--- src/rtl/core/rrac_pkg.sv ---
// types and constants shared by the compositor pipeline
// no dependencies
`timescale 1ns / 1ps

package rrac_pkg;

    localparam int unsigned MAX_DIMENSION = 4096;
    localparam int unsigned DIV_STEPS     = 8;

    // configuration register indexes
    localparam logic [2:0] CFG_BG_RED    = 3'd0;
    localparam logic [2:0] CFG_BG_GREEN  = 3'd1;
    localparam logic [2:0] CFG_BG_BLUE   = 3'd2;
    localparam logic [2:0] CFG_BG_ALPHA  = 3'd3;
    localparam logic [2:0] CFG_RADIUS    = 3'd4;
    localparam logic [2:0] CFG_WIDTH     = 3'd5;
    localparam logic [2:0] CFG_HEIGHT    = 3'd6;

    // mask stage result
    typedef struct packed {
        logic             outside;
        logic [7:0]       sa;
        logic [7:0]       da;
        logic [2:0][15:0] p;
    } t_msk;

    // one division lane: partial remainder and quotient bits so far
    typedef struct packed {
        logic [23:0] rem;
        logic [7:0]  quo;
    } t_lane;

    // item travelling through the divider stages
    typedef struct packed {
        t_lane [3:0] lane;
        logic [15:0] a2;
        logic        blend;
        logic        outside;
        logic [7:0]  da;
    } t_div;

endpackage

--- src/rtl/core/rrac_pix_if.sv ---
// input channel: pixel position and text sample
// depends on nothing
`timescale 1ns / 1ps

interface rrac_pix_if;
    logic        valid;
    logic        ready;
    logic [11:0] pixel_row;
    logic [11:0] pixel_col;
    logic [7:0]  text_red;
    logic [7:0]  text_green;
    logic [7:0]  text_blue;
    logic [7:0]  text_alpha;

    modport source (output valid, pixel_row, pixel_col, text_red, text_green, text_blue,
                    text_alpha, input ready);
    modport sink   (input valid, pixel_row, pixel_col, text_red, text_green, text_blue,
                    text_alpha, output ready);
endinterface

--- src/rtl/core/rrac_out_if.sv ---
// output channel: composited pixel
// depends on nothing
`timescale 1ns / 1ps

interface rrac_out_if;
    logic       valid;
    logic       ready;
    logic [7:0] out_red;
    logic [7:0] out_green;
    logic [7:0] out_blue;
    logic [7:0] out_alpha;

    modport source (output valid, out_red, out_green, out_blue, out_alpha, input ready);
    modport sink   (input valid, out_red, out_green, out_blue, out_alpha, output ready);
endinterface

--- src/rtl/core/rounded_rect_alpha_over_compositor.sv ---
// Rounded-rectangle background with text composited over it.
// Channels: i_pix (valid/ready) takes one pixel position and its text RGBA
// sample per transaction; o_res (valid/ready) returns one composited RGBA
// pixel per transaction, in input order.
// Configuration: i_cfg_we writes i_cfg_data into register i_cfg_idx
// (0..2 background colour, 3 background alpha, 4 radius, 5 width,
// 6 height); write only while the pipeline is empty.
// Throughput: one pixel per cycle; the pipeline is two mask stages, two
// blend stages, eight restoring divider stages (one colour quotient bit
// each) and an output register; alpha over 255 is a shift-and-add.
// A stall at the output freezes every stage at once; i_pix.ready drops
// only while a finished result waits, so nothing is lost or repeated.
// Reset (synchronous, active low) empties the pipeline and restores the
// register defaults: colour 50/50/50, alpha 128, radius 4, size 200 x 50.
// Pixels outside the image come out as all zero.
// depends on rrac_pkg, rrac_pix_if, rrac_out_if, rrac_mask, rrac_div_step
`timescale 1ns / 1ps

module rounded_rect_alpha_over_compositor (
    input  logic        i_clk,
    input  logic        i_rst_n,
    input  logic        i_cfg_we,
    input  logic [2:0]  i_cfg_idx,
    input  logic [12:0] i_cfg_data,
    rrac_pix_if.sink    i_pix,
    rrac_out_if.source  o_res
);

    logic              en;
    logic [7:0]        r_bg_red, r_bg_green, r_bg_blue, r_bg_alpha, r_radius;
    logic [12:0]       r_width, r_height;

    logic              msk_vld;
    rrac_pkg::t_msk    msk;

    logic              r_vld3;
    rrac_pkg::t_msk    r_m3;
    logic [2:0][15:0]  r_q3;
    logic [15:0]       r_m3a;
    logic [15:0]       r_sa255;
    logic [7:0]        r_wa3;

    logic              r_vld4;
    rrac_pkg::t_div    r_d4, n_d4;
    logic [15:0]       a2_rnd;

    logic              dv_vld [rrac_pkg::DIV_STEPS + 1];
    rrac_pkg::t_div    dv_d   [rrac_pkg::DIV_STEPS + 1];

    logic              r_ovld;
    logic [3:0][7:0]   r_opix;
    logic [7:0]        bg_c [3];

    // the whole pipe moves unless a finished result is held
    assign en          = !r_ovld || o_res.ready;
    assign i_pix.ready = en;

    // configuration registers
    always_ff @(posedge i_clk) begin
        if (!i_rst_n) begin
            r_bg_red   <= 8'd50;
            r_bg_green <= 8'd50;
            r_bg_blue  <= 8'd50;
            r_bg_alpha <= 8'd128;
            r_radius   <= 8'd4;
            r_width    <= 13'd200;
            r_height   <= 13'd50;
        end else if (i_cfg_we) begin
            case (i_cfg_idx)
                rrac_pkg::CFG_BG_RED:   r_bg_red   <= i_cfg_data[7:0];
                rrac_pkg::CFG_BG_GREEN: r_bg_green <= i_cfg_data[7:0];
                rrac_pkg::CFG_BG_BLUE:  r_bg_blue  <= i_cfg_data[7:0];
                rrac_pkg::CFG_BG_ALPHA: r_bg_alpha <= i_cfg_data[7:0];
                rrac_pkg::CFG_RADIUS:   r_radius   <= i_cfg_data[7:0];
                rrac_pkg::CFG_WIDTH:    r_width    <= i_cfg_data;
                rrac_pkg::CFG_HEIGHT:   r_height   <= i_cfg_data;
                default: ;
            endcase
        end
    end

    assign bg_c[0] = r_bg_red;
    assign bg_c[1] = r_bg_green;
    assign bg_c[2] = r_bg_blue;

    // mask stages
    rrac_mask u_mask (
        .i_clk      (i_clk),
        .i_rst_n    (i_rst_n),
        .i_en       (en),
        .i_vld      (i_pix.valid),
        .i_row      (i_pix.pixel_row),
        .i_col      (i_pix.pixel_col),
        .i_sc       ({i_pix.text_blue, i_pix.text_green, i_pix.text_red}),
        .i_sa       (i_pix.text_alpha),
        .i_radius   (r_radius),
        .i_width    (r_width),
        .i_height   (r_height),
        .i_bg_alpha (r_bg_alpha),
        .o_vld      (msk_vld),
        .o_msk      (msk)
    );

    // blend stage one: background products and alpha terms
    always_ff @(posedge i_clk) begin
        if (!i_rst_n) begin
            r_vld3 <= 1'b0;
        end else if (en) begin
            r_vld3 <= msk_vld;
        end
        if (en) begin
            r_m3    <= msk;
            r_wa3   <= 8'd255 - msk.sa;
            r_m3a   <= 16'(msk.da * (8'd255 - msk.sa));
            r_sa255 <= {msk.sa, 8'd0} - {8'd0, msk.sa};
            for (int k = 0; k < 3; k++) begin
                r_q3[k] <= 16'(bg_c[k] * msk.da);
            end
        end
    end

    // blend stage two: numerators, scaled alpha and alpha over 255
    always_comb begin
        n_d4         = '0;
        n_d4.a2      = r_sa255 + r_m3a;
        n_d4.blend   = (r_m3.sa != 8'd0);
        n_d4.outside = r_m3.outside;
        n_d4.da      = r_m3.da;
        for (int k = 0; k < 3; k++) begin
            n_d4.lane[k].rem = ({r_m3.p[k], 8'd0} - {8'd0, r_m3.p[k]})
                             + 24'(r_q3[k] * r_wa3);
        end
        // exact truncating divide by 255 for a scaled alpha up to 255 * 255
        a2_rnd           = n_d4.a2 + {8'd0, n_d4.a2[15:8]} + 16'd1;
        n_d4.lane[3].quo = a2_rnd[15:8];
    end

    always_ff @(posedge i_clk) begin
        if (!i_rst_n) begin
            r_vld4 <= 1'b0;
        end else if (en) begin
            r_vld4 <= r_vld3;
        end
        if (en) begin
            r_d4 <= n_d4;
        end
    end

    // divider stages, most significant quotient bit first
    assign dv_vld[0] = r_vld4;
    assign dv_d[0]   = r_d4;

    for (genvar g = 0; g < rrac_pkg::DIV_STEPS; g++) begin : g_div
        rrac_div_step #(
            .STEP (rrac_pkg::DIV_STEPS - 1 - g)
        ) u_step (
            .i_clk   (i_clk),
            .i_rst_n (i_rst_n),
            .i_en    (en),
            .i_vld   (dv_vld[g]),
            .i_d     (dv_d[g]),
            .o_vld   (dv_vld[g + 1]),
            .o_d     (dv_d[g + 1])
        );
    end

    // output register: select zero, background or blended pixel
    always_ff @(posedge i_clk) begin
        if (!i_rst_n) begin
            r_ovld <= 1'b0;
        end else if (en) begin
            r_ovld <= dv_vld[rrac_pkg::DIV_STEPS];
        end
        if (en) begin
            if (dv_d[rrac_pkg::DIV_STEPS].outside) begin
                r_opix <= '0;
            end else if (!dv_d[rrac_pkg::DIV_STEPS].blend) begin
                r_opix <= {dv_d[rrac_pkg::DIV_STEPS].da, r_bg_blue, r_bg_green, r_bg_red};
            end else begin
                for (int k = 0; k < 4; k++) begin
                    r_opix[k] <= dv_d[rrac_pkg::DIV_STEPS].lane[k].quo;
                end
            end
        end
    end

    assign o_res.valid     = r_ovld;
    assign o_res.out_red   = r_opix[0];
    assign o_res.out_green = r_opix[1];
    assign o_res.out_blue  = r_opix[2];
    assign o_res.out_alpha = r_opix[3];

endmodule

--- src/rtl/core/rrac_mask.sv ---
// two-stage corner mask: corner offsets, then distance test and text products
// depends on rrac_pkg
`timescale 1ns / 1ps

module rrac_mask (
    input  logic                 i_clk,
    input  logic                 i_rst_n,
    input  logic                 i_en,
    input  logic                 i_vld,
    input  logic [11:0]          i_row,
    input  logic [11:0]          i_col,
    input  logic [2:0][7:0]      i_sc,
    input  logic [7:0]           i_sa,
    input  logic [7:0]           i_radius,
    input  logic [12:0]          i_width,
    input  logic [12:0]          i_height,
    input  logic [7:0]           i_bg_alpha,
    output logic                 o_vld,
    output rrac_pkg::t_msk       o_msk
);

    localparam logic [12:0] MaxDim = 13'(rrac_pkg::MAX_DIMENSION);

    logic [12:0]        w_sat, h_sat;
    logic signed [13:0] s_r, s_row, s_col, s_wr, s_hr, s_dx, s_dy;
    logic               cl, ct, cr, cb;

    logic               r_vld1, n_outside;
    logic               r_outside;
    logic [7:0]         r_dx, r_dy, r_sa;
    logic [2:0][7:0]    r_sc;

    logic [16:0]        dsq;
    logic [15:0]        rr;

    // corner classification
    always_comb begin
        w_sat = (i_width  > MaxDim) ? MaxDim : i_width;
        h_sat = (i_height > MaxDim) ? MaxDim : i_height;
        s_r   = $signed({6'd0, i_radius});
        s_row = $signed({2'd0, i_row});
        s_col = $signed({2'd0, i_col});
        s_wr  = $signed({1'b0, w_sat}) - s_r;
        s_hr  = $signed({1'b0, h_sat}) - s_r;
        cl    = s_col < s_r;
        ct    = s_row < s_r;
        cr    = s_col >= s_wr;
        cb    = s_row >= s_hr;
        s_dx  = '0;
        s_dy  = '0;
        if (cl && ct) begin
            s_dx = s_r - s_col - 14'sd1;
            s_dy = s_r - s_row - 14'sd1;
        end else if (cr && ct) begin
            s_dx = s_col - s_wr;
            s_dy = s_r - s_row - 14'sd1;
        end else if (cl && cb) begin
            s_dx = s_r - s_col - 14'sd1;
            s_dy = s_row - s_hr;
        end else if (cr && cb) begin
            s_dx = s_col - s_wr;
            s_dy = s_row - s_hr;
        end
        n_outside = ({1'b0, i_row} >= h_sat) || ({1'b0, i_col} >= w_sat);
    end

    // stage one registers
    always_ff @(posedge i_clk) begin
        if (!i_rst_n) begin
            r_vld1 <= 1'b0;
        end else if (i_en) begin
            r_vld1 <= i_vld;
        end
        if (i_en) begin
            r_outside <= n_outside;
            r_dx      <= s_dx[7:0];
            r_dy      <= s_dy[7:0];
            r_sa      <= i_sa;
            r_sc      <= i_sc;
        end
    end

    // distance test against the radius
    always_comb begin
        dsq = 17'(r_dx * r_dx) + 17'(r_dy * r_dy);
        rr  = 16'(i_radius * i_radius);
    end

    // stage two registers
    always_ff @(posedge i_clk) begin
        if (!i_rst_n) begin
            o_vld <= 1'b0;
        end else if (i_en) begin
            o_vld <= r_vld1;
        end
        if (i_en) begin
            o_msk.outside <= r_outside;
            o_msk.sa      <= r_sa;
            o_msk.da      <= (dsq <= {1'b0, rr}) ? i_bg_alpha : 8'd0;
            for (int k = 0; k < 3; k++) begin
                o_msk.p[k] <= 16'(r_sc[k] * r_sa);
            end
        end
    end

endmodule

--- src/rtl/core/rrac_div_step.sv ---
// one restoring division stage: settles one quotient bit in the three colour lanes
// depends on rrac_pkg
`timescale 1ns / 1ps

module rrac_div_step #(
    parameter int STEP = 7
) (
    input  logic           i_clk,
    input  logic           i_rst_n,
    input  logic           i_en,
    input  logic           i_vld,
    input  rrac_pkg::t_div i_d,
    output logic           o_vld,
    output rrac_pkg::t_div o_d
);

    logic [23:0]    dvs [3];
    rrac_pkg::t_div n_d;

    // trial subtract of the shifted divisor; the alpha lane passes through
    always_comb begin
        n_d = i_d;
        for (int k = 0; k < 3; k++) begin
            dvs[k] = {8'd0, i_d.a2} << STEP;
            if (i_d.lane[k].rem >= dvs[k]) begin
                n_d.lane[k].rem       = i_d.lane[k].rem - dvs[k];
                n_d.lane[k].quo[STEP] = 1'b1;
            end
        end
    end

    always_ff @(posedge i_clk) begin
        if (!i_rst_n) begin
            o_vld <= 1'b0;
        end else if (i_en) begin
            o_vld <= i_vld;
        end
        if (i_en) begin
            o_d <= n_d;
        end
    end

endmodule

--- src/flat_wrapper.sv ---
// flat-port wrapper written by rule: the top's interface ports become plain ports
module rounded_rect_alpha_over_compositor_flat 
  (i_clk, i_rst_n, i_cfg_we, i_cfg_idx, i_cfg_data, i_pix_valid, i_pix_pixel_row, i_pix_pixel_col, i_pix_text_red, i_pix_text_green, i_pix_text_blue, i_pix_text_alpha, i_pix_ready, o_res_valid, o_res_out_red, o_res_out_green, o_res_out_blue, o_res_out_alpha, o_res_ready);
  rrac_pix_if i_pix_i ();
  rrac_out_if o_res_i ();
  input  logic i_clk;
  input  logic i_rst_n;
  input  logic i_cfg_we;
  input  logic [2:0] i_cfg_idx;
  input  logic [12:0] i_cfg_data;
  input wire logic [$bits(i_pix_i.valid)-1:0] i_pix_valid;
  input wire logic [$bits(i_pix_i.pixel_row)-1:0] i_pix_pixel_row;
  input wire logic [$bits(i_pix_i.pixel_col)-1:0] i_pix_pixel_col;
  input wire logic [$bits(i_pix_i.text_red)-1:0] i_pix_text_red;
  input wire logic [$bits(i_pix_i.text_green)-1:0] i_pix_text_green;
  input wire logic [$bits(i_pix_i.text_blue)-1:0] i_pix_text_blue;
  input wire logic [$bits(i_pix_i.text_alpha)-1:0] i_pix_text_alpha;
  output wire logic [$bits(i_pix_i.ready)-1:0] i_pix_ready;
  output wire logic [$bits(o_res_i.valid)-1:0] o_res_valid;
  output wire logic [$bits(o_res_i.out_red)-1:0] o_res_out_red;
  output wire logic [$bits(o_res_i.out_green)-1:0] o_res_out_green;
  output wire logic [$bits(o_res_i.out_blue)-1:0] o_res_out_blue;
  output wire logic [$bits(o_res_i.out_alpha)-1:0] o_res_out_alpha;
  input wire logic [$bits(o_res_i.ready)-1:0] o_res_ready;
  assign i_pix_i.valid = i_pix_valid;
  assign i_pix_i.pixel_row = i_pix_pixel_row;
  assign i_pix_i.pixel_col = i_pix_pixel_col;
  assign i_pix_i.text_red = i_pix_text_red;
  assign i_pix_i.text_green = i_pix_text_green;
  assign i_pix_i.text_blue = i_pix_text_blue;
  assign i_pix_i.text_alpha = i_pix_text_alpha;
  assign i_pix_ready = i_pix_i.ready;
  assign o_res_valid = o_res_i.valid;
  assign o_res_out_red = o_res_i.out_red;
  assign o_res_out_green = o_res_i.out_green;
  assign o_res_out_blue = o_res_i.out_blue;
  assign o_res_out_alpha = o_res_i.out_alpha;
  assign o_res_i.ready = o_res_ready;
  rounded_rect_alpha_over_compositor u_core (.i_clk(i_clk), .i_rst_n(i_rst_n), .i_cfg_we(i_cfg_we), .i_cfg_idx(i_cfg_idx), .i_cfg_data(i_cfg_data), .i_pix(i_pix_i), .o_res(o_res_i));
endmodule
--- config.mk ---
export PLATFORM = sky130hd
export DESIGN_NAME = rounded_rect_alpha_over_compositor_flat
export DESIGN_NICKNAME = d
export VERILOG_FILES = /design/src/rtl/core/rrac_pkg.sv /design/src/rtl/core/rrac_pix_if.sv /design/src/rtl/core/rrac_out_if.sv /design/src/rtl/core/rounded_rect_alpha_over_compositor.sv /design/src/rtl/core/rrac_mask.sv /design/src/rtl/core/rrac_div_step.sv /design/src/flat_wrapper.sv
export SDC_FILE = /design/constraint.sdc
export NUM_CORES = 2
export LEC_CHECK = 0
export ABC_CLOCK_PERIOD_IN_PS = 36400
export BUFFER_PORTS_ARGS = -buffer_cell sky130_fd_sc_hd__buf_2
export CAP_MARGIN = 0
export CORE_ASPECT_RATIO = 0.75
export CORE_MARGIN = 4
export CORE_UTILIZATION = 36
export DETAILED_ROUTE_END_ITERATION = 10
export HOLD_SLACK_MARGIN = 0.08
export SLEW_MARGIN = 15
export SYNTH_ARGS = -nofsm -noshare
export SYNTH_HDL_FRONTEND = slang
export SYNTH_SLANG_ARGS = --single-unit
--- constraint.sdc ---
create_clock -name i_clk -period 36.4 [get_ports i_clk]
set_input_delay 1.82 -clock i_clk [delete_from_list [all_inputs] [get_ports i_clk]]
set_output_delay 1.82 -clock i_clk [all_outputs]
set_load 0.02 [all_outputs]
==> Word-level counts from Yosys, hierarchy flattened <==
Cells that the tools add are included.
W data, S select, Z words.
{ "word_totals": {"register_bits": 1352, "latchBits": 0, "mem_bits_rw": 0, "rom_bits": 0, "inputBits": 77, "out_inout_bits": 34, "elab_cells": 304, "mem_count": 0} }
{ "classes": {"n_addsub": 42, "n_mul": 13, "n_div": 0, "magnitude_cmp": 33, "n_eq_ne": 6, "shift": 0, "mux": 32, "bitwise": 0, "reduce_logical": 16} }
{ "op_table": {"columns": ["operator", "n"], "rows": [
  ["$mux W24", 18],
  ["$mul A8 B8 Y16", 9],
  ["$mux W25", 3],
  ["$add A24 B24 Y24", 3],
  ["$ge A24 B16 Y1", 3],
  ["$ge A24 B17 Y1", 3],
  ["$ge A24 B18 Y1", 3],
  ["$ge A24 B19 Y1", 3],
  ["$ge A24 B20 Y1", 3],
  ["$ge A24 B21 Y1", 3],
  ["$ge A24 B22 Y1", 3],
  ["$ge A24 B23 Y1", 3],
  ["$mul A16 B8 Y24", 3],
  ["$sub A24 B16 Y24", 3],
  ["$sub A24 B17 Y24", 3],
  ["$sub A24 B18 Y24", 3],
  ["$sub A24 B19 Y24", 3],
  ["$sub A24 B20 Y24", 3],
  ["$sub A24 B21 Y24", 3],
  ["$sub A24 B22 Y24", 3],
  ["$sub A24 B23 Y24", 3],
  ["$mux W8", 8],
  ["$mux W32", 1],
  ["$sub A8 B8 Y8", 4],
  ["25 further kinds", 45]
]} }

==> Depth between registers and ports, before layout <==
{ "logic_depth": {"depth_word": 9, "depth_mapped": 28, "mapped_depth_nobuf": 28} }

==> Modules after synthesis <==
From an unflattened synthesis, not the netlist that was laid out.
{ "hier_totals": {"cells_unflattened": 10731, "hier_area_um2": 118912.8} }
{ "by_module_without_submodules": {"columns": ["mod", "instances", "cells_each", "area_per_inst_um2", "seq_area_each_um2"], "rows": [
  ["rounded_rect_alpha_over_compositor", 1, 3459, 35456.5, 10089.7],
  ["rrac_mask", 1, 1920, 18437.7, 3463.3],
  ["rrac_div_step (u_core.g_div[5].u_step)", 1, 696, 8296.7, 4644.5],
  ["rrac_div_step (u_core.g_div[7].u_step)", 1, 688, 8199.1, 4644.5],
  ["rrac_div_step (u_core.g_div[6].u_step)", 1, 697, 8196.6, 4644.5],
  ["rrac_div_step (u_core.g_div[4].u_step)", 1, 681, 8195.4, 4644.5],
  ["rrac_div_step (u_core.g_div[1].u_step)", 1, 661, 8139.1, 4644.5],
  ["rrac_div_step (u_core.g_div[0].u_step)", 1, 637, 8051.5, 4644.5],
  ["rrac_div_step (u_core.g_div[3].u_step)", 1, 671, 7993.9, 4644.5],
  ["rrac_div_step (u_core.g_div[2].u_step)", 1, 621, 7946.4, 4644.5]
]} }

==> Least setup slack after synthesis <==
Ideal clock, no wire load.
{ "synth_timing": {"path_type": "input -> register", "startpoint": "in o_res_ready", "endpoint": "reg u_core.r_d4, in the netlist u_core.dv_d[1232], enable pin", "setup_ps": 2146, "arrival_time_ps": 36557, "required_time_ps": 34254, "setup_slack_ps": -2303, "path_stages": 3, "path_buffers": 1, "cell_sequence": "nor2b_1 -> inv_1 -> clkbuf_1"} }
{ "synth_via": {"elab_chain_len": 1} }
{ "synth_lines": {"columns": ["element", "line", "text"], "rows": [
  ["from (decl)", "flat_wrapper.sv:24", "input wire logic [$bits(o_res_i.ready)-1:0] o_res_ready;"],
  ["$logic_or A1 B1 Y1", "rounded_rect_alpha_over_compositor.sv:55", "assign en = !r_ovld || o_res.ready;"],
  ["via i_pix_ready", "flat_wrapper.sv:18", "output wire logic [$bits(i_pix_i.ready)-1:0] i_pix_ready;"],
  ["to (signal assigned)", "rounded_rect_alpha_over_compositor.sv:145", "r_d4 <= n_d4;"],
  ["to (decl)", "rounded_rect_alpha_over_compositor.sv:44", "rrac_pkg::t_div r_d4, n_d4;"]
]} }
The timed path passes the listed nets, and every way through them passes these cells.
A chain may end at the register's enable or synchronous reset.

==> Worst setup path after layout <==
{ "layout_timing": {"startpoint": "reg u_core.u_mask.r_dx[0]", "endpoint": "reg u_core.u_mask.o_msk[52] in the netlist's numbering, data pin"} }
{ "layout_via": {"elab_chain_len": 3} }
{ "layout_lines": {"columns": ["element", "line", "text"], "rows": [
  ["from (decl)", "rrac_mask.sv:30", "logic [7:0] r_dx, r_dy, r_sa;"],
  ["from (signal assigned)", "rrac_mask.sv:76", "r_dx <= s_dx[7:0];"],
  ["$mul A8 B8 Y16", "rrac_mask.sv:85", "dsq = 17'(r_dx * r_dx) + 17'(r_dy * r_dy);"],
  ["$add A16 B16 Y17", "rrac_mask.sv:85", null],
  ["$le A17 B16 Y1", "rrac_mask.sv:99", "o_msk.da <= (dsq <= {1'b0, rr}) ? i_bg_alpha : 8'd0;"],
  ["to (decl)", "rrac_mask.sv:19", "output rrac_pkg::t_msk o_msk"]
]} }
Every way passes these cells.

==> results.tsv <==
stage	metric	value	unit
setup_path	worstSetupEndpointType	flop	
die	std_cell_rows	169	
layout	design_area	112000	um2
die	floorplan.die.width	624	um
run_status	outcome	finished, final reports clean	
global_routing	grt-ovfl-total	0	
timing	post_route_clock_skew	0.0746	ns
clock_tree	tritoncts.num_buffers	150	
timing	layout_worst_path_cycle_share	0.214	
clock_tree	clock_latency	0.84	ns
placed_design	place_inst	13200	
timing	finalWorstPathRequiredPeriod	7.80	ns
clock_tree	clk_pin_slew_worst_paths	0.06	ns
min_path	holdPathStages	0	
timing	worst_pin_slew	1.18	ns
timing	slew_viol_final	0	
setup_path	cp-start-kind	flop	
clock_tree	ctsHtreeMaxLevel	4	
logic_synthesis	synth_cell_type_count	107	
placed_design	placed_cell_area	107000	um2
routing	drc_errors	0	
run	max-cap-violations	0	
routing	drt_pre_antenna_iters	8	
clock_tree	cts_tree	built	
clock_tree	hold_buffers	0	
global_routing	grt_start_max_net_pins	175	
global_routing	antenna_violations_before_repair	10	
global_routing	grt_use_total	0.182	
routing	routed-via-count	69900	
die	floorplan.core_area	283000	um2
die	die_area	294000	um2
placed_design	hpwlAfterDp	211000	um
logic_synthesis	syn-num-nets	11300	
setup_path	cp_data_required_time	37.07	ns
routing	drt.antenna.violating_nets	0	
layout	area.sequential	39800	um2
logic_synthesis	async_reset_ff_frac	0	
layout	most-common-layout-cells	1272 x edfxtp_1, 1167 x inv_1, 1026 x ha_1	
layout	final_cell_count_no_fill	13500	
setup_path	critPathArrivalTime	8.47	ns
layout	area.growth.synth_to_final	9.54	%
routing	detail_route.iter0.violations	5505	
routing	post_drt_wl_per_cell	19.9	um
logic_synthesis	netlist_area	103000	um2
die	start_util	0.362	
logic_synthesis	ys_ff_latch	1351	
logic_synthesis	synth_top_area_frac	0.372	
clock_tree	cts_resized	0	
die	top_level_ports	111	
timing	max-slew-margin-rel	0.203	
logic_synthesis	yosys-top-cells-area	edfxtp_1 37%, fa_1 14%, ha_1 13%	
routing	routed_via_density	5.19	
placed_design	port_buffers	110	
timing	max_freq	128	MHz
placed_design	gp_congestion	0.911	
layout	multiInputGateArea	57600	um2
timing	setup_tns	0	ns
clock_tree	cts_root_buf	clkbuf_16	
logic_synthesis	synth-warning-count	0	
setup_path	worstPathMaxFanout	9	
routing	route.final.wire_length	268000	um
logic_synthesis	synthDominantAreaCellType	edfxtp_1	
die	die_h	470	um
timing	finalSetupViolations	0	
logic_synthesis	syn_area_per_cell	10.8	um2
timing	hold_viol_final	0	
timing	fin_worst_hold_slack	0.389	ns
setup_path	criticalPathCategory	flop to flop	
global_routing	number_of_global_route_vias_before_repair	70300	
min_path	worst_hold_path_type	flop to flop	
timing	rsz0062_at_grt	no	
clock_tree	max-clock-path-buffers	4	
clock_tree	sinks_on_clock_net	1351	
logic_synthesis	synth-edff-count	1272	
logic_synthesis	synth_flop_cell	edfxtp_1	
layout	share_of_final_layout_standard_cells_stronger_than_drive_strength_1	0.0646	
setup_path	timing.reg2reg.worst_path_depth	25	
layout	nets	11400	
global_routing	grt_first_pass_wirelength	419000	um
clock_tree	post_cts_repair_setup_buffers	0	
layout	final.fill_count	27000	
layout	layout_commonest_cell	edfxtp_1	
logic_synthesis	synth-seq-area-share	0.388	
logic_synthesis	post_synth_inst_count	9471	
==> kinds of logic (layout without fill, tap and decap cells) <==
kind of cell	after synthesis	in the layout	synth area share
simple gates	2734	2734	0.130
fa+ha+maj	1746	1746	0.266
compound gates	1507	1507	0.0960
buf+inv	1380	1598	0.0511
flops	1351	1351	0.388
xor+xnor	542	542	0.0463
mux	211	211	0.0225
other cells	0	3	0
==> state kept, by name, indices dropped and copies added, names as in the netlist, 9 cells and up <==
signal,cells
u_core.r_m3a,16
u_core.n_d4,9
u_core.u_mask.o_msk,65
u_core.r_width,13
u_core.r_m3,55
u_core.g_div.u_step.o_d,868
u_core.r_q3,48
u_core.dv_d,106
u_core.r_height,13
u_core.u_mask.r_sc,24
u_core.r_sa255,16
==> critical path, cell delays in order, from the launching register on <==
cell	delay (ns)
edfxtp_1	0.54
nand2_1	0.20
fa_1	0.53
fa_1	0.54
inv_1	0.05
fa_1	0.52
fa_1	0.44
fa_1	0.54
inv_1	0.06
fa_1	0.54
inv_1	0.06
ha_1	0.32
o21ai_0	0.11
a21boi_0	0.25
o21ai_0	0.18
a21boi_0	0.37
o21bai_1	0.13
a2111o_1	0.41
o211ai_1	0.09
ha_1	0.28
a2111oi_0	0.42
o21ai_0	0.16
a21oi_1	0.19
nor2b_1	0.16
a211o_1	0.33
and3_1	0.22
==> path summary, 6_finish.rpt <==
path	startpoint	to	slack [ns]
min reg2reg	u_core.g_div[2].u_step.o_d[1]$_DFFE_PP_	u_core.g_div[3].u_step.o_d[1]$_DFFE_PP_	0.39
max reg2reg	u_core.u_mask.r_dx[0]$_DFFE_PP_	u_core.u_mask.o_msk[52]$_SDFFCE_PN0P_	28.60
max	u_core.u_mask.r_dx[0]$_DFFE_PP_	u_core.u_mask.o_msk[52]$_SDFFCE_PN0P_	28.60
min	u_core.g_div[2].u_step.o_d[1]$_DFFE_PP_	u_core.g_div[3].u_step.o_d[1]$_DFFE_PP_	0.39
==> area by class of cell <==
type,count,area share
Antenna cell,3,0.0000668
Clock buffer,177,0.0362
Clock inverter,83,0.00724
Inverter,1173,0.0393
Multi-Input combinational cell,6740,0.512
Sequential cell,1351,0.354
Tap cell,3762,0.0419
Timing Repair Buffer,165,0.00882
==> metrics by stage <==
| stage | setup slack (ns) | utilization |
|---|---|---|
| after detailed placement | 28.59 | 0.379 |
| after floorplan | 16.65 | - |
| final | 28.60 | 0.397 |
| after global routing | 27.89 | 0.397 |
| after global placement | 28.50 | 0.379 |
| after CTS | 28.54 | 0.397 |
==> metal layers <==
metal  track usage  part of all wire  vias up
met4        0.0426             0.025        4
met1         0.275              0.49    34600
li1              -                 -    33000
met5             0           0.00010        -
met2         0.273              0.43     1974
met3        0.0264             0.059      374
==> synthesized netlist by cell type (all sizes together) (23+ instances only) <==
master,count
or3,63
nand4,58
clkbuf,170
dfxtp,79
o21a,84
mux2i,61
nor2,470
nor3,175
nand2b,107
xnor2,382
ha,1026
o31ai,46
nand2,954
o21bai,41
fa,720
buf,37
a21boi,106
a2111oi,23
a21oi,420
a31oi,52
a211oi,48
edfxtp,1272
inv,1171
nor2b,141
xor2,160
a21o,137
nor4,36
o211ai,34
o21ai,315
mux2,150
nand3,147
or2,32
and3,45
and2,415
Power is left out: the tool's default activity adds up to more than one toggle a clock period on the data nets, which glitch-free logic cannot reach.
